## config.mk

```make
export PLATFORM = sky130hd
export DESIGN_NAME = battery_level_tracker_unit
export DESIGN_NICKNAME = d
export VERILOG_FILES = /design/src/hw/rtl/blt_pkg.sv /design/src/hw/rtl/blt_div.sv /design/src/hw/rtl/battery_level_tracker_unit.sv
export SDC_FILE = /design/constraint.sdc
export NUM_CORES = 1
export LEC_CHECK = 0
export BUFFER_PORTS_ARGS = -buffer_cell sky130_fd_sc_hd__buf_2
export CAP_MARGIN = 20
export CORE_MARGIN = 5
export CORE_UTILIZATION = 40
export DETAILED_ROUTE_END_ITERATION = 16
export MAX_ROUTING_LAYER = met4
export PLACE_DENSITY_LB_ADDON = 0.12
export SETUP_SLACK_MARGIN = 0.05
export SYNTH_ARGS = -nofsm -noshare
export SYNTH_HDL_FRONTEND = slang
export SYNTH_SLANG_ARGS = --single-unit
```

## constraint.sdc

```tcl
create_clock -name aclk -period 17.5 [get_ports aclk]
set_clock_uncertainty 0.05 [all_clocks]
set_input_delay 3.5 -clock aclk [delete_from_list [all_inputs] [get_ports aclk]]
set_output_delay 3.5 -clock aclk [all_outputs]
set_load 0.05 [all_outputs]
```

## src/hw/rtl/blt_pkg.sv

```systemverilog
`default_nettype none
package blt_pkg;

    // voltage breakpoints, 0% .. 100% in equal percentage segments
    localparam int TABLE_POINTS = 11;
    localparam int IDX_W        = $clog2(TABLE_POINTS);
    localparam int SEG_W        = $clog2(TABLE_POINTS - 1);
    localparam int SEG_PCT      = 100 / (TABLE_POINTS - 1);
    localparam int MV_W         = 13;
    localparam int PCT_W        = 7;
    localparam int DIV_W        = 13;

    localparam logic [MV_W-1:0] VOLT_TABLE [TABLE_POINTS] = '{
        13'd3300, 13'd3610, 13'd3700, 13'd3773, 13'd3822, 13'd3866,
        13'd3910, 13'd3957, 13'd4000, 13'd4050, 13'd4200
    };

    // mV per 1% inside each segment: span / SEG_PCT, rounded down
    localparam logic [MV_W-1:0] SEG_STEP [TABLE_POINTS-1] = '{
        13'd31, 13'd9, 13'd7, 13'd4, 13'd4, 13'd4, 13'd4, 13'd4, 13'd5, 13'd15
    };

    typedef enum logic [2:0] {
        ACT_UPDATE = 3'd0,
        ACT_INIT   = 3'd1,
        ACT_FIRE   = 3'd2,
        ACT_EMPTY  = 3'd3,
        ACT_FULL   = 3'd4
    } action_t;

    typedef enum logic [2:0] {
        CFG_CHARGE_OFFSET = 3'd0,
        CFG_DISPLAY_STEP  = 3'd1,
        CFG_FULL_HOLD     = 3'd2,
        CFG_RISE_HOLD     = 3'd3,
        CFG_FIRE_PER_PCT  = 3'd4,
        CFG_UNDERVOLT     = 3'd5
    } cfg_idx_t;

    typedef enum logic [6:0] {
        ST_IDLE  = 7'b0000001,
        ST_PREP  = 7'b0000010,
        ST_SCAN  = 7'b0000100,
        ST_DIV   = 7'b0001000,
        ST_POST  = 7'b0010000,
        ST_SNAP  = 7'b0100000,
        ST_APPLY = 7'b1000000
    } state_t;

endpackage
`default_nettype wire

```

## src/hw/rtl/blt_div.sv

```systemverilog
`default_nettype none
module blt_div #(
    parameter int W = blt_pkg::DIV_W
) (
    input  wire logic         aclk,
    input  wire logic         aresetn,
    input  wire logic         start,
    input  wire logic [W-1:0] dividend,
    input  wire logic [W-1:0] divisor,
    output logic              done,
    output logic [W-1:0]      quotient
);
    localparam int CW = $clog2(W + 1);

    logic [W:0]    rem_reg, rem_next;
    logic [W-1:0]  quo_reg, quo_next;
    logic [W-1:0]  dvs_reg, dvs_next;
    logic [CW-1:0] cnt_reg, cnt_next;
    logic          busy_reg, busy_next;
    logic          done_reg, done_next;
    logic [W:0]    shifted;

    // restoring division, one quotient bit per cycle
    always_comb begin
        shifted   = {rem_reg[W-1:0], quo_reg[W-1]};
        rem_next  = rem_reg;
        quo_next  = quo_reg;
        dvs_next  = dvs_reg;
        cnt_next  = cnt_reg;
        busy_next = busy_reg;
        done_next = 1'b0;
        if (start) begin
            rem_next  = '0;
            quo_next  = dividend;
            dvs_next  = divisor;
            cnt_next  = CW'(W);
            busy_next = 1'b1;
        end else if (busy_reg) begin
            if (shifted >= {1'b0, dvs_reg}) begin
                rem_next = shifted - {1'b0, dvs_reg};
                quo_next = {quo_reg[W-2:0], 1'b1};
            end else begin
                rem_next = shifted;
                quo_next = {quo_reg[W-2:0], 1'b0};
            end
            cnt_next = cnt_reg - CW'(1);
            if (cnt_reg == CW'(1)) begin
                busy_next = 1'b0;
                done_next = 1'b1;
            end
        end
    end

    always_ff @(posedge aclk) begin
        if (!aresetn) begin
            busy_reg <= 1'b0;
            done_reg <= 1'b0;
            cnt_reg  <= '0;
        end else begin
            busy_reg <= busy_next;
            done_reg <= done_next;
            cnt_reg  <= cnt_next;
        end
    end

    always_ff @(posedge aclk) begin
        rem_reg <= rem_next;
        quo_reg <= quo_next;
        dvs_reg <= dvs_next;
    end

    assign done     = done_reg;
    assign quotient = quo_reg;

endmodule
`default_nettype wire

```

## src/hw/rtl/battery_level_tracker_unit.sv

```systemverilog
`default_nettype none
// Battery level tracker: each input word carries an idle cell voltage, the charger flags
// and an action; each word gives one result word with the shown level, the real level,
// the table level and a charging refresh flag. Words are handled one at a time: fire
// tick, force empty, force full and unused actions skip the table; an update below or
// above the table skips the scan; inside the table it walks one breakpoint per cycle
// and then waits on the 13-step serial divider. An init also runs the divider to snap
// the table level down to a multiple of the display step, unless that step is zero; the
// segment division and the snap share one serial divider. A finished result sits in an
// output register, so the next input word is taken while it waits; a word that finishes
// while that register is still held waits in its last step until the receiver takes
// the earlier result. Configuration writes are taken in any cycle.
module battery_level_tracker_unit (
    input  wire logic        aclk,
    input  wire logic        aresetn,
    // idle_mv [12:0], charging [13], hw_full [14], sw_full [15]
    input  wire logic [15:0] s_tdata,
    // action [2:0]
    input  wire logic [2:0]  s_tuser,
    input  wire logic        s_tvalid,
    output logic             s_tready,
    // shown_level [6:0], real_level_out [13:7], table_level [20:14],
    // refresh_event [21], zero [23:22]
    output logic [23:0]      m_tdata,
    output logic             m_tvalid,
    input  wire logic        m_tready,
    input  wire logic        cfg_valid,
    output logic             cfg_ready,
    input  wire logic [2:0]  cfg_index,
    input  wire logic [15:0] cfg_data
);
    import blt_pkg::*;

    // configuration
    logic [9:0]      offset_reg;
    logic [5:0]      step_reg;
    logic [15:0]     full_hold_reg;
    logic [15:0]     rise_hold_reg;
    logic [15:0]     fire_pp_reg;
    logic [MV_W-1:0] uv_reg;

    // tracking state
    logic [PCT_W-1:0] real_reg, real_next;
    logic [PCT_W-1:0] shown_reg, shown_next;
    logic [15:0]      cc_reg, cc_next;
    logic [15:0]      fc_reg, fc_next;
    logic             ev_next;

    // per-word working registers
    state_t           state_reg;
    logic [2:0]       action_reg;
    logic [MV_W-1:0]  idle_reg;
    logic [MV_W-1:0]  mv_reg;
    logic             chg_reg, hw_reg, sw_reg;
    logic [IDX_W-1:0] idx_reg;
    logic [SEG_W-1:0] seg_reg;
    logic [PCT_W-1:0] tbl_reg;
    logic [PCT_W-1:0] snap_reg;

    logic [23:0] m_tdata_reg;
    logic        m_tvalid_reg;

    // divider hookup
    logic             div_start;
    logic [DIV_W-1:0] div_dividend, div_divisor;
    logic             div_done;
    logic [DIV_W-1:0] div_q;

    logic [MV_W-1:0]  in_idle, in_mv, off_ext;
    logic             in_chg;
    logic [SEG_W-1:0] scan_seg;
    logic [MV_W-1:0]  scan_step;
    logic [PCT_W:0]   seg_base, sub_pct, lvl_sum;
    logic [PCT_W-1:0] lvl;
    logic [DIV_W+5:0] snap_prod;
    logic [15:0]      cc_inc;
    logic [PCT_W:0]   st8, sh_sum, re_sum;
    logic [PCT_W-1:0] st7;
    logic             big, low;
    logic             out_free;

    blt_div #(.W(DIV_W)) u_div (
        .aclk     (aclk),
        .aresetn  (aresetn),
        .start    (div_start),
        .dividend (div_dividend),
        .divisor  (div_divisor),
        .done     (div_done),
        .quotient (div_q)
    );

    assign in_idle  = s_tdata[MV_W-1:0];
    assign in_chg   = s_tdata[13];
    assign off_ext  = {3'b000, offset_reg};
    assign in_mv    = !in_chg ? in_idle : ((in_idle > off_ext) ? in_idle - off_ext : '0);

    assign scan_seg  = SEG_W'(idx_reg - IDX_W'(1));
    assign scan_step = SEG_STEP[scan_seg];

    // interpolated level from the finished segment division, sub capped at one segment
    assign seg_base = (PCT_W+1)'(seg_reg) * (PCT_W+1)'(SEG_PCT);
    assign sub_pct  = (div_q > DIV_W'(SEG_PCT)) ? (PCT_W+1)'(SEG_PCT)
                                                : (PCT_W+1)'(div_q);
    assign lvl_sum  = seg_base + sub_pct;
    assign lvl      = (lvl_sum > (PCT_W+1)'(100)) ? PCT_W'(100) : lvl_sum[PCT_W-1:0];

    assign snap_prod = div_q * {{DIV_W{1'b0}}, step_reg};

    always_comb begin
        div_start    = 1'b0;
        div_dividend = mv_reg - VOLT_TABLE[scan_seg];
        div_divisor  = scan_step;
        if (state_reg == ST_SCAN) begin
            div_start = (mv_reg <= VOLT_TABLE[idx_reg]) && (scan_step != '0);
        end else if (state_reg == ST_POST) begin
            div_start    = (action_reg == ACT_INIT) && (step_reg != '0);
            div_dividend = DIV_W'(tbl_reg);
            div_divisor  = DIV_W'(step_reg);
        end
    end

    // level update for the word in hand
    always_comb begin
        real_next  = real_reg;
        shown_next = shown_reg;
        cc_next    = cc_reg;
        fc_next    = fc_reg;
        ev_next    = 1'b0;
        big        = 1'b0;
        low        = 1'b0;
        st7        = {1'b0, step_reg};
        st8        = {2'b00, step_reg};
        cc_inc     = (cc_reg != 16'hFFFF) ? cc_reg + 16'd1 : cc_reg;
        sh_sum     = '0;
        re_sum     = '0;
        case (action_reg)
            ACT_UPDATE: begin
                if (chg_reg) begin
                    if (hw_reg || sw_reg) begin
                        cc_next = cc_inc;
                        if (cc_inc >= full_hold_reg) begin
                            cc_next = '0;
                            if (shown_reg < PCT_W'(100)) begin
                                if (real_reg < PCT_W'(100)) real_next = real_reg + PCT_W'(1);
                                ev_next = 1'b1;
                            end
                        end
                    end else if (tbl_reg > real_reg) begin
                        cc_next = cc_inc;
                        if (cc_inc >= rise_hold_reg) begin
                            cc_next = '0;
                            if (shown_reg < PCT_W'(99)) begin
                                if (real_reg < PCT_W'(100)) real_next = real_reg + PCT_W'(1);
                                ev_next = 1'b1;
                            end
                        end
                    end else begin
                        cc_next = '0;
                    end
                    sh_sum = {1'b0, shown_reg} + st8;
                    re_sum = {1'b0, real_next} + st8;
                    if (real_next > shown_reg) begin
                        if (sh_sum <= {1'b0, real_next}) shown_next = sh_sum[PCT_W-1:0];
                        if (re_sum > (PCT_W+1)'(100) && (!hw_reg || !sw_reg))
                            shown_next = PCT_W'(100) - st7;
                    end
                end else if (shown_reg != '0 && fc_reg >= fire_pp_reg) begin
                    real_next = (real_reg >= PCT_W'(2)) ? real_reg - PCT_W'(1) : PCT_W'(1);
                    fc_next   = fc_reg - fire_pp_reg;
                    if (real_next < shown_reg) begin
                        big = (shown_reg > st7) && (real_next < shown_reg - st7);
                        low = ({1'b0, shown_reg} <= st8 + (PCT_W+1)'(1))
                              && (real_next == PCT_W'(1));
                        if (big || low)
                            shown_next = (shown_reg > st7) ? shown_reg - st7 : '0;
                        if (idle_reg > uv_reg && shown_next <= st7) shown_next = st7;
                    end
                end
            end
            ACT_INIT: begin
                real_next  = snap_reg;
                shown_next = snap_reg;
            end
            ACT_FIRE: begin
                fc_next = (fc_reg != 16'hFFFF) ? fc_reg + 16'd1 : fc_reg;
            end
            ACT_EMPTY: begin
                real_next  = '0;
                shown_next = '0;
            end
            ACT_FULL: begin
                real_next  = PCT_W'(100);
                shown_next = PCT_W'(100);
            end
            default: begin
            end
        endcase
    end

    assign out_free = !m_tvalid_reg || m_tready;

    // sequencer
    always_ff @(posedge aclk) begin
        if (!aresetn) begin
            state_reg    <= ST_IDLE;
            m_tvalid_reg <= 1'b0;
            real_reg     <= '0;
            shown_reg    <= '0;
            cc_reg       <= '0;
            fc_reg       <= '0;
        end else begin
            if (state_reg == ST_APPLY && out_free) m_tvalid_reg <= 1'b1;
            else if (m_tready) m_tvalid_reg <= 1'b0;
            case (state_reg)
                ST_IDLE: begin
                    if (s_tvalid) state_reg <= ST_PREP;
                end
                ST_PREP: begin
                    if (action_reg != ACT_UPDATE && action_reg != ACT_INIT) begin
                        state_reg <= ST_APPLY;
                    end else if (mv_reg <= VOLT_TABLE[0]) begin
                        state_reg <= ST_POST;
                    end else if (mv_reg > VOLT_TABLE[TABLE_POINTS-1]) begin
                        state_reg <= ST_POST;
                    end else begin
                        state_reg <= ST_SCAN;
                    end
                end
                ST_SCAN: begin
                    if (mv_reg <= VOLT_TABLE[idx_reg]) begin
                        state_reg <= (scan_step != '0) ? ST_DIV : ST_POST;
                    end
                end
                ST_DIV: begin
                    if (div_done) state_reg <= ST_POST;
                end
                ST_POST: begin
                    state_reg <= div_start ? ST_SNAP : ST_APPLY;
                end
                ST_SNAP: begin
                    if (div_done) state_reg <= ST_APPLY;
                end
                ST_APPLY: begin
                    if (out_free) begin
                        real_reg     <= real_next;
                        shown_reg    <= shown_next;
                        cc_reg       <= cc_next;
                        fc_reg       <= fc_next;
                        state_reg    <= ST_IDLE;
                    end
                end
                default: state_reg <= ST_IDLE;
            endcase
        end
    end

    // per-word payload
    always_ff @(posedge aclk) begin
        case (state_reg)
            ST_IDLE: begin
                action_reg <= s_tuser;
                idle_reg   <= in_idle;
                mv_reg     <= in_mv;
                chg_reg    <= in_chg;
                hw_reg     <= s_tdata[14];
                sw_reg     <= s_tdata[15];
                idx_reg    <= IDX_W'(1);
                tbl_reg    <= '0;
            end
            ST_PREP: begin
                // only update and init look the voltage up
                if ((action_reg == ACT_UPDATE || action_reg == ACT_INIT) &&
                    mv_reg > VOLT_TABLE[TABLE_POINTS-1]) tbl_reg <= PCT_W'(100);
            end
            ST_SCAN: begin
                seg_reg <= scan_seg;
                if (mv_reg <= VOLT_TABLE[idx_reg]) begin
                    // zero-step segment adds nothing beyond its base
                    if (scan_step == '0)
                        tbl_reg <= PCT_W'((PCT_W+1)'(scan_seg) * (PCT_W+1)'(SEG_PCT));
                end else begin
                    idx_reg <= idx_reg + IDX_W'(1);
                end
            end
            ST_DIV: begin
                if (div_done) tbl_reg <= lvl;
            end
            ST_POST: begin
                snap_reg <= tbl_reg;
            end
            ST_SNAP: begin
                if (div_done) snap_reg <= snap_prod[PCT_W-1:0];
            end
            ST_APPLY: begin
                if (out_free)
                    m_tdata_reg <= {2'b00, ev_next, tbl_reg, real_next, shown_next};
            end
            default: begin
            end
        endcase
    end

    // configuration registers
    always_ff @(posedge aclk) begin
        if (!aresetn) begin
            offset_reg    <= '0;
            step_reg      <= 6'd5;
            full_hold_reg <= 16'd1;
            rise_hold_reg <= 16'd1;
            fire_pp_reg   <= 16'd1;
            uv_reg        <= 13'd3300;
        end else if (cfg_valid) begin
            case (cfg_index)
                CFG_CHARGE_OFFSET: offset_reg    <= cfg_data[9:0];
                CFG_DISPLAY_STEP:  step_reg      <= cfg_data[5:0];
                CFG_FULL_HOLD:     full_hold_reg <= cfg_data;
                CFG_RISE_HOLD:     rise_hold_reg <= cfg_data;
                CFG_FIRE_PER_PCT:  fire_pp_reg   <= cfg_data;
                CFG_UNDERVOLT:     uv_reg        <= cfg_data[MV_W-1:0];
                default: begin
                end
            endcase
        end
    end

    assign s_tready  = (state_reg == ST_IDLE);
    assign m_tvalid  = m_tvalid_reg;
    assign m_tdata   = m_tdata_reg;
    assign cfg_ready = 1'b1;

endmodule
`default_nettype wire
```

Yosys cells after proc, flatten, opt, wreduce, memory -nomap -nowiden
Memory sizes are Yosys's and may differ from the RTL's. Index checks and enable logic that the tools add are counted.

Bits in registers: 252. Bits in latches: 0. Memory bits (writable): 0. ROM bits: 624. Input bits: 43. Word-level logic and storage cells: 253. Memories: 3.

Add/sub/neg operators: 17. Multiply operators: 3. Divide/modulo/power cells: 0. $lt $le $gt $ge: 26. Equal/unequal tests: 32. Shift operators: 0. Multiplexer cells: 90. Bitwise gates (word level): 4. Reduce and logical (&&, ||, !) cells: 47.

Memory list: (name not given) (depth 16, width 13, rd ports 1, clocked after Yosys merged registers in 0, write ports 0, RTL line battery_level_tracker_unit.sv:277) `if (mv_reg <= VOLT_TABLE[idx_reg]) begin`; (name not given) (depth 16, width 13, rd ports 1, clocked after Yosys merged registers in 0, write ports 0, RTL line battery_level_tracker_unit.sv:111) `div_dividend = mv_reg - VOLT_TABLE[scan_seg];`; (name not given) (depth 16, width 13, rd ports 1, clocked after Yosys merged registers in 0, write ports 0, RTL line battery_level_tracker_unit.sv:98) `assign scan_step = SEG_STEP[scan_seg];`.

Operators by type and width (count): 7-bit 2-to-1 mux (38); 13-bit 2-to-1 mux (15); 16-bit 2-to-1 mux (8); 7-bit one-hot mux with 4 select lines (3); 7-bit one-hot mux with 7 select lines (1); 16-bit greater-or-equal comparator (3); 16-bit by 1-bit adder with 16-bit output (second input constant) (2); 16-bit != test (second input constant) (2); 16-bit one-hot mux with 2 select lines (1); 13-bit subtractor (2); 7-bit < comparator (second input constant) (3); 2-bit AND reduction (10); 7-bit by 6-bit adder with 8-bit output (2); 8-bit by 7-bit > comparator with 1-bit output (second input constant) (2); 16-bit subtractor (1); 1-bit 2-to-1 mux (15); 5-bit 2-to-1 mux (3); 7-bit by 1-bit equality test with 1-bit output (second input constant) (2); 14-bit by 13-bit greater-or-equal comparator with 1-bit output (1); 7-bit > comparator (2); 7-bit < comparator (2); 2-bit != test (second input constant) (7); 7-bit one-hot mux with 2 select lines (1); 13-bit by 10-bit > comparator with 1-bit output (1); 56 further kinds (92).

Logic depth before layout (Yosys ltp)
Gate-level depths: netlist (run 1).

Depth after elaboration: 17. Depth in mapped cells: 32. Mapped depth without buffers: 29.

Cells and area by module
From an unflattened synthesis (run 1), not the netlist that was laid out.

Cell total of the unflattened synthesis: 2272. Area, all modules: 19058.3 um^2.

By module, submodules not included: battery_level_tracker_unit (instances 1, cells an instance 2036, area an instance 16534.6 um^2, sequential area each 4904.7 um^2); blt_div (instances 1, cells an instance 236, area an instance 2523.7 um^2, sequential area each 1161.1 um^2).

Worst setup path after synthesis (run 1)
Ideal clock, no wire load.

Path type: register -> register. Start: register step_reg[1]. End: register m_tdata_reg[3] (netlist: m_tdata[3]), data pin. Arrival: 5736 ps. Data required time: 17184 ps. Path slack: 11448 ps. Stages on the path, launching flop included: 29. Buffers on the path: 3. Period minus slack after synthesis: 6052 ps. Cell sequence: dfxtp_1 > clkbuf_1 > inv_1 > fa_1 > a21o_1 > a21oi_1 > o21bai_1 > a21oi_1 > xnor2_1 > ha_1 > and4_1 > a21oi_1 > o211ai_2 > nor3b_2 > or2_1 > buf_6 > mux2_2 > ha_1 > nor2b_1 > o21ai_0 > a21oi_1 > a211oi_1 > o221ai_1 > a221o_1 > buf_6 > mux2i_1 > o221ai_1 > a2111oi_2 > nor2_1.

Longest elaborated chain between the ends: 16. Elaborated cells between the ends (all ways): 30. Classes of those cells: 5 x add/sub; 6 x order compare; 14 x mux; 5 x reduce/logical.

RTL lines: from (decl) (RTL line battery_level_tracker_unit.sv:36) `logic [5:0] step_reg;`; from (signal assigned) (RTL line battery_level_tracker_unit.sv:315) `CFG_DISPLAY_STEP: step_reg <= cfg_data[5:0];`; 7-bit by 6-bit subtractor with 7-bit output or 6-bit by 1-bit adder with 7-bit output (tied branches) (RTL line battery_level_tracker_unit.sv:171, battery_level_tracker_unit.sv:175, battery_level_tracker_unit.sv:172); 7-bit < comparator or 7-bit less-or-equal comparator (tied branches) (RTL line battery_level_tracker_unit.sv:171, battery_level_tracker_unit.sv:172); 1-bit logical AND (on tied branches) (RTL line battery_level_tracker_unit.sv:171, battery_level_tracker_unit.sv:173); 1-bit logical OR (RTL line battery_level_tracker_unit.sv:174) `if (big || low)`; 7-bit 2-to-1 mux (RTL line battery_level_tracker_unit.sv:174); 7-bit 2-to-1 mux (RTL line battery_level_tracker_unit.sv:170) `if (real_next < shown_reg) begin`; 7-bit 2-to-1 mux (RTL line battery_level_tracker_unit.sv:167) `end else if (shown_reg != '0 && fc_reg >= fire_pp_reg) begin`; 7-bit 2-to-1 mux (RTL line battery_level_tracker_unit.sv:138) `if (chg_reg) begin`; 7-bit 2-to-1 mux (RTL line battery_level_tracker_unit.sv:136) `case (action_reg)`; 7-bit by 6-bit less-or-equal comparator with 1-bit output (RTL line battery_level_tracker_unit.sv:176) `if (idle_reg > uv_reg && shown_next <= st7) shown_next = st7;`; 1-bit logical AND (RTL line battery_level_tracker_unit.sv:176); 7-bit 2-to-1 mux (RTL line battery_level_tracker_unit.sv:176); 7-bit 2-to-1 mux (RTL line battery_level_tracker_unit.sv:170); 7-bit 2-to-1 mux (RTL line battery_level_tracker_unit.sv:167); 7-bit 2-to-1 mux (*) (RTL line battery_level_tracker_unit.sv:138); 7-bit one-hot mux with 4 select lines (*) (RTL line battery_level_tracker_unit.sv:136); via shown_next[3] (RTL line battery_level_tracker_unit.sv:44) `logic [PCT_W-1:0] shown_reg, shown_next;`; to (signal assigned) (RTL line battery_level_tracker_unit.sv:296) `m_tdata_reg <= {2'b00, ev_next, tbl_reg, real_next, shown_next};`; to (decl) (RTL line battery_level_tracker_unit.sv:60) `logic [23:0] m_tdata_reg;`.

Mark *: on every way through the listed nets, which the timed path passes. The rest lies on a longest branch. The select of a mux whose other input is x is not followed. A chain may end at the register's enable or synchronous reset.

Final worst setup path (run 1)
Start: register cc_reg[4]. End: register m_tdata_reg[5] (netlist: m_tdata[5]), data pin.

Longest elaborated chain between the ends: 15. Elaborated cells between the ends (all ways): 21. Classes of those cells: 2 x add/sub; 5 x order compare; 1 x eq/ne; 12 x mux; 1 x reduce/logical.

RTL lines: from (decl) (RTL line battery_level_tracker_unit.sv:45) `logic [15:0] cc_reg, cc_next;`; from (signal assigned) (RTL line battery_level_tracker_unit.sv:247) `cc_reg <= cc_next;`; 16-bit by 1-bit adder with 16-bit output or 16-bit != test (tied branches) (RTL line battery_level_tracker_unit.sv:133) `cc_inc = (cc_reg != 16'hFFFF) ? cc_reg + 16'd1 : cc_reg;`; 16-bit 2-to-1 mux (*) (RTL line battery_level_tracker_unit.sv:133); 16-bit greater-or-equal comparator (RTL line battery_level_tracker_unit.sv:150) `if (cc_inc >= rise_hold_reg) begin`; 7-bit 2-to-1 mux (RTL line battery_level_tracker_unit.sv:150); 7-bit 2-to-1 mux (RTL line battery_level_tracker_unit.sv:148) `end else if (tbl_reg > real_reg) begin`; 7-bit 2-to-1 mux (*) (RTL line battery_level_tracker_unit.sv:139) `if (hw_reg || sw_reg) begin`; 7-bit 2-to-1 mux (*) (RTL line battery_level_tracker_unit.sv:138); 7-bit 2-to-1 mux (*) (RTL line battery_level_tracker_unit.sv:136); 7-bit by 6-bit adder with 8-bit output (RTL line battery_level_tracker_unit.sv:161) `re_sum = {1'b0, real_next} + st8;`; 8-bit by 7-bit > comparator with 1-bit output (RTL line battery_level_tracker_unit.sv:164) `if (re_sum > (PCT_W+1)'(100) && (!hw_reg || !sw_reg))`; 1-bit logical AND (RTL line battery_level_tracker_unit.sv:164); 7-bit 2-to-1 mux (RTL line battery_level_tracker_unit.sv:164); 7-bit 2-to-1 mux (*) (RTL line battery_level_tracker_unit.sv:162) `if (real_next > shown_reg) begin`; 7-bit 2-to-1 mux (*) (RTL line battery_level_tracker_unit.sv:138); 7-bit one-hot mux with 4 select lines (*) (RTL line battery_level_tracker_unit.sv:136); via shown_next[5] (RTL line battery_level_tracker_unit.sv:44).

Marks and branches as above.

==> results of run 1 <==
area by class of cell:
| type | count | area (sq um) | share of cell area (%) |
|---|---|---|---|
| Multi-Input combinational cell | 1714 | 11440 | 56.53 |
| Sequential cell | 245 | 5856 | 28.93 |
| Clock buffer | 39 | 825.8 | 4.080 |
| Tap cell | 600 | 750.7 | 3.709 |
| Inverter | 172 | 646.9 | 3.196 |
| Timing Repair Buffer | 86 | 484.2 | 2.393 |
| Clock inverter | 17 | 234.0 | 1.156 |
layer usage:
layer	GRT usage, %	up-vias
met5	-	-
met4	5.968	0
met3	2.516	96
met2	34.84	456
met1	32.87	7658
li1	-	7935
logic make-up (layout without fill, tap and decap cells):
logic type / after synthesis / count (layout) / share of synthesized area, %
simple gates: 768 / 768 / 19.38
compound gates: 581 / 581 / 19.95
buf+inv: 268 / 314 / 5.768
flops: 245 / 245 / 31.95
fa+ha+maj: 225 / 225 / 16.14
xor+xnor: 94 / 94 / 4.491
mux: 40 / 40 / 2.287
other cells: 2 / 6 / 0.04097
worst min path at each step:
stage                                    end  slack, ns  cells past startpoint
2_1_floorplan   fire_pp_reg[10]$_SDFFE_PN0P_       0.39                      2
3_3_place_gp   rise_hold_reg[8]$_SDFFE_PN0P_       0.39                      2
3_5_place_dp      offset_reg[1]$_SDFFE_PN0P_       0.40                      2
4_1_cts        rise_hold_reg[4]$_SDFFE_PN0P_       0.41                      2
5_1_grt        full_hold_reg[6]$_SDFFE_PN0P_       0.42                      2
6_report       rise_hold_reg[4]$_SDFFE_PN0P_       0.40                      2
per-stage QoR:
step | util (%) | cell area (sq um) | hold slack [ns]
3_5_place_dp | 42.26 | 19180 | 0.3978
4_1_cts | 44.60 | 20240 | 0.4076
2_1_floorplan | - | 18350 | 0.3863
3_3_place_gp | 42.24 | 19170 | 0.3932
6_report | 44.60 | 20240 | 0.4035
5_1_grt | 44.60 | 20240 | 0.4235
cell usage in the layout, fill, tap and decap left out, types with 52 or more instances in the layout:
cell      count
o21ai_0     123
nor2_1      201
xnor2_1      70
buf_2        66
dfxtp_1     150
edfxtp_1     95
nand2_1     287
a21oi_1     217
nand3_1      52
inv_1       165
ha_1        206
where the power goes:
| part | switching (mW) | internal, mW | total (mW) |
|---|---|---|---|
| combinational | 0.191 | 0.117 | 0.308 |
| clock | 0.263 | 0.407 | 0.670 |
| sequential | 0.0336 | 0.624 | 0.657 |
| total | 0.487 | 1.15 | 1.63 |
worst max-delay path, stage by stage (launching register included):
cell and delay (ns):
dfxtp_1 0.42, and4_1 0.28, nand4_1 0.16, nor3_1 0.37, nand2b_1 0.28, nor2b_1 0.24
nand3_1 0.11, nor2_1 0.06, xor2_1 0.26, ha_1 0.31, a21oi_1 0.12, o21ai_0 0.12
a221oi_1 0.28, nand3_1 0.18, a22oi_2 0.40, nor2_1 0.23, a21oi_1 0.31, inv_1 0.15
ha_1 0.32, nor2b_1 0.14, o211ai_1 0.10, nand3_1 0.09, o21ai_0 0.22, nor3_1 0.67
o21ai_0 0.45, a2111oi_1 0.51, a2111oi_2 0.09, a31oi_1 0.22
==> flow_summary.json, run 1 <==
{
  "antenna_found_initial": 1,
  "final_max_slew_viol_count": 0,
  "reg2regPathDepth": 27,
  "cts_hold_buffers": 0,
  "dp_slack_ns": 10.35,
  "die_h_um": 224.1,
  "ys.flop_type": "dfxtp_1",
  "drive_gt1_share_pct": 8.095,
  "rsz0062_at_grt": "false",
  "start_util_pct": 40.39,
  "highest_layer": "met4",
  "post-place-cells": 2817,
  "postCtsSetupRepairBufs": 0,
  "cts_tree": "yes",
  "ys_ff_latch": 245,
  "fmax_ghz": 0.1375,
  "synth-edff-count": 95,
  "yosysMostFrequentCell": "nand2_1",
  "layoutNonFillerInstCount": 2873,
  "hpwl_mm": 43.70,
  "area_growth_pct": 10.41,
  "drt_iter0_drc": 1375,
  "min_from": "rise_hold_reg[4]$_SDFFE_PN0P_",
  "synth_seq_area_share_pct": 31.95,
  "worstPathArrival_ns": 7.63,
  "path_class": "register to register",
  "nNetsFinal": 2517,
  "wl_met3_mm": 3.166,
  "grt_max_degree": 86,
  "critPathCaptureType": "register",
  "final_antenna_net_count": 0,
  "power_density_mw_per_mm2": 80.77,
  "ir_drop_mv": 0.09567,
  "drv_cap": 0,
  "endpoint": "m_tdata[5]$_DFFE_PP_",
  "cts_max_level": 1,
  "synthArstFlopShare_pct": 0,
  "rr_startpoint": "cc_reg[4]$_SDFFE_PN0P_",
  "avgSynthCellArea_sq_um": 8.246,
  "cts_resized": 0,
  "core_sq_mm": 0.04538,
  "syn_area_sq_mm": 0.01833,
  "avgViaCountPerCell": 5.620,
  "drt-wirelength-per-cell_um": 20.03,
  "cp.required_ns": 17.86,
  "met1Wirelength_mm": 27.57,
  "status": "finished clean",
  "gp_congestion": 0.9609,
  "leakage_nw": 8.303,
  "wl_met2_mm": 25.26,
  "diodes": 0,
  "fp.dieW_um": 224.1,
  "fillCellCount": 4536,
  "ioPinCount": 70,
  "largest_reg_flops": 22,
  "first_global_vias": 15226,
  "synth_top_area_share_pct": 16.38,
  "netlist_top_cells_count": "nand2_1 (287), a21oi_1 (218), ha_1 (206), nor2_1 (201), inv_1 (165)",
  "fin_ws_ns": 10.23,
  "vias": 16145,
  "cp-startpoint": "cc_reg[4]$_SDFFE_PN0P_",
  "cts-buffers-inserted": 30,
  "tightest_slew_ns": 1.074,
  "fin_crit_ns": 7.270,
  "cts_buffer_depth": 3,
  "setup_viol": 0,
  "fin_crit_sh_pct": 41.54,
  "worstSkewPairLatency_ns": 0.58,
  "rows": 78,
  "synthTopCellsByArea": "dfxtp_1 (16%), edfxtp_1 (16%), ha_1 (14%)",
  "r2r_slack_ns": 10.23,
  "first_pass_iters": 5,
  "cts.sinks": 245,
  "cts.clk_slew.worst_paths_ns": 0.06,
  "numPortBuffers": 66,
  "hold_viol": 0,
  "path_max_fanout": 9,
  "slew_headroom_pct": 28.33,
  "synth.distinct_cells": 85,
  "wl_mm": 57.54,
  "synth_area_leader_cell": "dfxtp_1",
  "tns_ns": 0,
  "ys.warnings.count": 0,
  "grt_overflow": 0,
  "finalPower_mw": 1.635,
  "dieArea_sq_mm": 0.05021,
  "track_usage_pct": 22.99,
  "root_buffer": "clkbuf_16",
  "drc_errors": 0,
  "hold_class": "register to register",
  "cp-start-kind": "register",
  "r2r-end": "m_tdata[5]$_DFFE_PP_",
  "synthCells": 2223,
  "grt_pass1_wl_mm": 89.40
}
Power figures use the tool's default switching activity.
==> inputs of run 2 (changes only) <==
==> constraint.sdc (replaced) <==
create_clock -name aclk -period 6.4 [get_ports aclk]
set_clock_uncertainty 0.05 [all_clocks]
set_input_delay 1.28 -clock aclk [delete_from_list [all_inputs] [get_ports aclk]]
set_output_delay 1.28 -clock aclk [all_outputs]
set_load 0.05 [all_outputs]
==> flow_summary.json, run 2 (synthesis results as in run 1) <==
{
  "largest_reg_flops": 22,
  "rows": 78,
  "stdcell_area_sq_mm": 0.02090,
  "fin_ws_ns": 0.2237,
  "final_max_slew_viol_count": 0,
  "p_comb_share_pct": 19.8,
  "core_sq_mm": 0.04538,
  "path_max_fanout": 5,
  "grt_overflow": 0,
  "nNetsFinal": 2566,
  "grt_pass1_wl_mm": 89.33,
  "placed_area_sq_mm": 0.01944,
  "ir_drop_mv": 0.2185,
  "start_util_pct": 40.39,
  "fmax_ghz": 0.1619,
  "slowest_stage": "a2111oi_2",
  "path_class": "register to register",
  "r2r_slack_ns": 0.22,
  "cts_buffer_depth": 3,
  "p_sw_mw": 1.358,
  "final_common_cell": "nand2_1",
  "tns_ns": 0,
  "ioPinCount": 70,
  "hold_ws_ns": 0.4043,
  "hpwl_mm": 43.78,
  "fin_crit_sh_pct": 96.51,
  "fp.dieW_um": 224.1,
  "cts-buffers-inserted": 30,
  "drv_cap": 0,
  "cts_hold_buffers": 0,
  "drive_gt1_share_pct": 12.32,
  "area_growth_pct": 13.99,
  "hold_class": "register to register",
  "tightest_slew_ns": 0.9972,
  "drt-wirelength-per-cell_um": 19.91,
  "cts.clk_slew.worst_paths_ns": 0.06,
  "crit_family": "compound AO/OA/AOI/OAI gates",
  "cts.sinks": 245,
  "drc_errors": 0,
  "dp_slack_ns": -0.4190,
  "hold_viol": 0,
  "numPortBuffers": 66,
  "avgViaCountPerCell": 5.655,
  "cts_tree": "yes",
  "cp-start-kind": "register",
  "cp.buffers_inverters": 3,
  "diodes": 0,
  "swShare_pct": 30.24,
  "vias": 16524,
  "slew_headroom_pct": 33.12,
  "gp_congestion": 0.9838,
  "dieArea_sq_mm": 0.05021,
  "setup_viol": 0,
  "track_usage_pct": 22.88,
  "mostFrequentLayoutCells": "nand2_1 (286), a21oi_1 (208), ha_1 (204)",
  "power.internal_mw": 3.132,
  "first_pass_iters": 6,
  "worstPathArrival_ns": 6.46,
  "antenna_found_initial": 0,
  "cp.required_ns": 6.68,
  "drt_iter0_drc": 1161,
  "fin_crit_ns": 6.176,
  "wl_mm": 58.17,
  "rsz0062_at_grt": "false",
  "root_buffer": "clkbuf_16",
  "slowest_delay_ns": 0.43,
  "final_antenna_net_count": 0,
  "crit_top_cell": "a21oi_2",
  "status": "finished clean",
  "die_h_um": 224.1,
  "power_density_mw_per_mm2": 214.9,
  "finalPower_mw": 4.490,
  "first_global_vias": 15732,
  "leakage_nw": 8.645,
  "grt_max_degree": 46,
  "worstSkewPairLatency_ns": 0.60,
  "p_clk_share_pct": 40.2,
  "critPathCaptureType": "register",
  "cts_max_level": 1,
  "seqPwrFrac_pct": 40.0
}
-- run 2: metrics by stage --
| step | cells | utilization (%) |
|---|---|---|
| after floorplan | 2227 | - |
| after global placement | 2853 | 42.84 |
| after detailed placement | 2853 | 42.84 |
| after CTS | 2909 | 45.22 |
| after global routing | 2922 | 46.04 |
| final | 2922 | 46.04 |
-- run 2: repair_timing --
action,4_1_cts,5_1_grt
gates resized for setup,7,62
buffers inserted,0,12
endpoints found under the setup margin,13,14
pin swaps,3,26
-- run 2: power by group through the flow --
stage                     clock network (mW)  logic, mW  registers (mW)
after floorplan                            0      0.610            1.78
after global placement                     0      0.833            1.83
after detailed placement                   0      0.846            1.83
after CTS                               1.86      0.852            1.80
after global routing                    1.91      0.984            1.80
final                                   1.81      0.888            1.80
-- run 2: final timing paths --
path	depth (start not counted)	to	startpoint
min reg2reg	2	fire_pp_reg[5]$_SDFFE_PN0P_	fire_pp_reg[5]$_SDFFE_PN0P_
max reg2reg	28	m_tdata[2]$_DFFE_PP_	shown_reg[0]$_SDFFE_PN0P_
min	2	fire_pp_reg[5]$_SDFFE_PN0P_	fire_pp_reg[5]$_SDFFE_PN0P_
max	28	m_tdata[2]$_DFFE_PP_	shown_reg[0]$_SDFFE_PN0P_
-- run 2: per-layer routing --
| layer | part of all wire, % | global-route usage, % | vias to the layer above |
|---|---|---|---|
| met5 | 0 | - | - |
| met4 | 3.3 | 6.877 | 0 |
| met3 | 7.0 | 4.377 | 112 |
| met2 | 44 | 35.21 | 560 |
| met1 | 45 | 30.73 | 7834 |
| li1 | - | - | 8018 |
-- run 2: cell type report --
cell class | instances | area [sq um]
flip-flops and latches | 245 | 5862
repair buffers | 135 | 868.3
multi-input cells | 1714 | 11710
clock buffers | 45 | 920.9
fillers | 4492 | 24490
well taps | 600 | 750.7
inverters | 172 | 646.9
clock inverters | 11 | 138.9
-- run 2: tightest hold or removal path: stages (launching register included) --
cell,delay (ns)
dfxtp_1,0.31
nand2_1,0.05
a21oi_1,0.05
==> inputs of run 3 (changes only) <==
--- a/config.mk
+++ b/config.mk
@@ -5,6 +5,7 @@
 export SDC_FILE = /design/constraint.sdc
 export NUM_CORES = 1
 export LEC_CHECK = 0
+export ABC_AREA = 1
 export BUFFER_PORTS_ARGS = -buffer_cell sky130_fd_sc_hd__buf_2
 export CAP_MARGIN = 20
 export CORE_MARGIN = 5
==> flow_summary.json, run 3 <==
{
  "status": "finished clean",
  "p_sw_mw": 2.876,
  "power.internal_mw": 4.001,
  "leakage_nw": 9.454,
  "synth.distinct_cells": 74,
  "cp.required_ns": 6.70,
  "ioPinCount": 70,
  "first_pass_iters": 5,
  "slowest_delay_ns": 0.35,
  "path_class": "register to register",
  "start_util_pct": 40.57,
  "yosysMostFrequentCell": "nand2_1",
  "fp.dieW_um": 225.0,
  "slew_headroom_pct": 28.64,
  "hold_class": "register to register",
  "rows": 78,
  "ys.flop_type": "dfxtp_1",
  "worstPathArrival_ns": 6.16,
  "power_density_mw_per_mm2": 333.2,
  "cp-start-kind": "register",
  "dp_slack_ns": 0.2389,
  "ir_drop_mv": 0.2453,
  "drc_errors": 0,
  "largest_reg_flops": 22,
  "dieArea_sq_mm": 0.05062,
  "drt_iter0_drc": 1069,
  "synth_seq_area_share_pct": 31.67,
  "core_sq_mm": 0.04558,
  "p_clk_share_pct": 26.3,
  "tightest_slew_ns": 1.059,
  "avgViaCountPerCell": 5.222,
  "critPathCaptureType": "register",
  "wl_mm": 54.00,
  "fillCellCount": 4632,
  "fin_ws_ns": 0.5314,
  "root_buffer": "clkbuf_16",
  "tns_ns": 0,
  "first_global_vias": 15837,
  "hold_viol": 0,
  "ys.warnings.count": 0,
  "crit_family": "simple AND/OR/NAND/NOR gates",
  "fmax_ghz": 0.1704,
  "nNetsFinal": 2817,
  "cp-startpoint": "cc_reg[1]$_SDFFE_PN0P_",
  "synthArstFlopShare_pct": 0,
  "drv_cap": 0,
  "cts.sinks": 245,
  "drt-wirelength-per-cell_um": 17.00,
  "netlist_top_cells_count": "nand2_1 (491), inv_1 (354), a21oi_1 (272), o21ai_0 (214), ha_1 (206)",
  "vias": 16585,
  "final_antenna_net_count": 0,
  "grt_overflow": 0,
  "die_h_um": 225.0,
  "cts.clk_slew.worst_paths_ns": 0.06,
  "cts_max_level": 1,
  "grt_max_degree": 60,
  "reg2regPathDepth": 40,
  "hpwl_mm": 41.88,
  "min_path_cells": 2,
  "p_comb_share_pct": 43.1,
  "synth-edff-count": 95,
  "syn_area_sq_mm": 0.01849,
  "swShare_pct": 41.82,
  "synth_area_leader_cell": "dfxtp_1",
  "setup_viol": 0,
  "cp.buffers_inverters": 5,
  "cts-buffers-inserted": 31,
  "ys_ff_latch": 245,
  "crit_cells": 40,
  "synthCells": 2489,
  "synthTopCellsByArea": "dfxtp_1 (16%), edfxtp_1 (15%), ha_1 (14%)",
  "rsz0062_at_grt": "false",
  "area_growth_pct": 11.62,
  "track_usage_pct": 21.31,
  "seqPwrFrac_pct": 30.6,
  "numPortBuffers": 66,
  "antenna_found_initial": 2,
  "gp_congestion": 0.9327,
  "mostFrequentLayoutCells": "nand2_1 (488), inv_1 (354), a21oi_1 (271)",
  "grt_pass1_wl_mm": 85.30,
  "crit_top_cell": "nand2_1",
  "path_max_fanout": 5,
  "drive_gt1_share_pct": 9.207,
  "fin_crit_sh_pct": 91.70,
  "avgSynthCellArea_sq_um": 7.428,
  "fin_crit_ns": 5.869,
  "worstSkewPairLatency_ns": 0.58,
  "slowest_stage": "dfxtp_2",
  "final_max_slew_viol_count": 0,
  "rr_startpoint": "cc_reg[1]$_SDFFE_PN0P_",
  "cts_buffer_depth": 3,
  "cts_hold_buffers": 0,
  "final_common_cell": "nand2_1",
  "synth_top_area_share_pct": 16.24,
  "cts_tree": "yes",
  "min_from": "uv_reg[1]$_SDFFE_PN0P_"
}
==> run 3: changes by cell type after synthesis, sizes merged, moves of 25 or more <==
cell and delta:
clkbuf -26, and2 -29, xnor2 -44, o21ai +111, xor2 +32, a21oi +58
nand2 +217, mux2i -27, a21o -25, nor2b -31, nand3 +43, inv +202
==> run 3: power by group through the flow <==
stage                     registers [mW]  clock network [mW]  logic [mW]
after global placement              2.14                   0        2.81
after CTS                           2.11                1.85        2.87
after floorplan                     2.05                   0        2.14
after detailed placement            2.14                   0        2.86
final                               2.11                1.81        2.96
after global routing                2.13                1.93        3.35
==> run 3: final timing paths <==
kind	slack, ns	to
worst max-delay path	0.53	m_tdata[3]$_DFFE_PP_
worst min register to register	0.41	uv_reg[1]$_SDFFE_PN0P_
worst min-delay path	0.41	uv_reg[1]$_SDFFE_PN0P_
worst max register to register	0.53	m_tdata[3]$_DFFE_PP_
==> run 3: cell families after synthesis <==
kind of cell,Yosys count,share of synthesized area (%)
AO/OA/AOI/OAI,613,18.33
XOR/XNOR,82,3.884
adder cells (fa/ha/maj),225,16.00
buffers and inverters,449,9.501
flip-flops,245,31.67
multiplexers,1,0.05414
other,2,0.04062
AND/OR/NAND/NOR,872,20.52
==> run 3: worst min-delay path, cell delays in order (launching register included) <==
cell	delay (ns)
dfxtp_1	0.30
inv_1	0.06
a21oi_1	0.06
==> run 3: final cells by class <==
class / instances / area, sq um / share of cell area [%]
Antenna cell: 2 / 5.005 / 0.02425
Clock buffer: 42 / 879.6 / 4.262
Clock inverter: 16 / 171.4 / 0.8306
Inverter: 376 / 1411 / 6.839
Multi-Input combinational cell: 1799 / 10990 / 53.27
Sequential cell: 245 / 5858 / 28.39
Tap cell: 600 / 750.7 / 3.638
Timing Repair Buffer: 96 / 568.0 / 2.753
==> run 3: through the flow <==
step / total power, mW / instances / hold slack (ns) / cell area, sq um / util, %
2_1_floorplan: 4.190 / 2493 / 0.3831 / 18510 / -
3_3_place_gp: 4.951 / 3107 / 0.3977 / 19410 / 42.59
3_5_place_dp: 4.995 / 3107 / 0.4038 / 19410 / 42.59
4_1_cts: 6.828 / 3165 / 0.4125 / 20460 / 44.90
5_1_grt: 7.400 / 3176 / 0.4318 / 20640 / 45.28
6_report: 6.877 / 3176 / 0.4127 / 20640 / 45.28
==> run 3: layer usage <==
layer  GRT usage [%]  vias to the layer above  part of all wire [%]
met3           2.306                      101                   4.6
met1           28.98                     7664                    47
met4           6.168                        0                   3.0
met5               -                        -                     0
met2           33.79                      379                    45
li1                -                     8441                     -
==> run 3: timing repair <==
| item | 4_1_cts | 5_1_grt |
|---|---|---|
| endpoints found under the hold margin | 0 | 0 |
| gates resized for setup | 0 | 21 |
| setup endpoints to repair | 0 | 14 |
| buffers inserted | 0 | 9 |
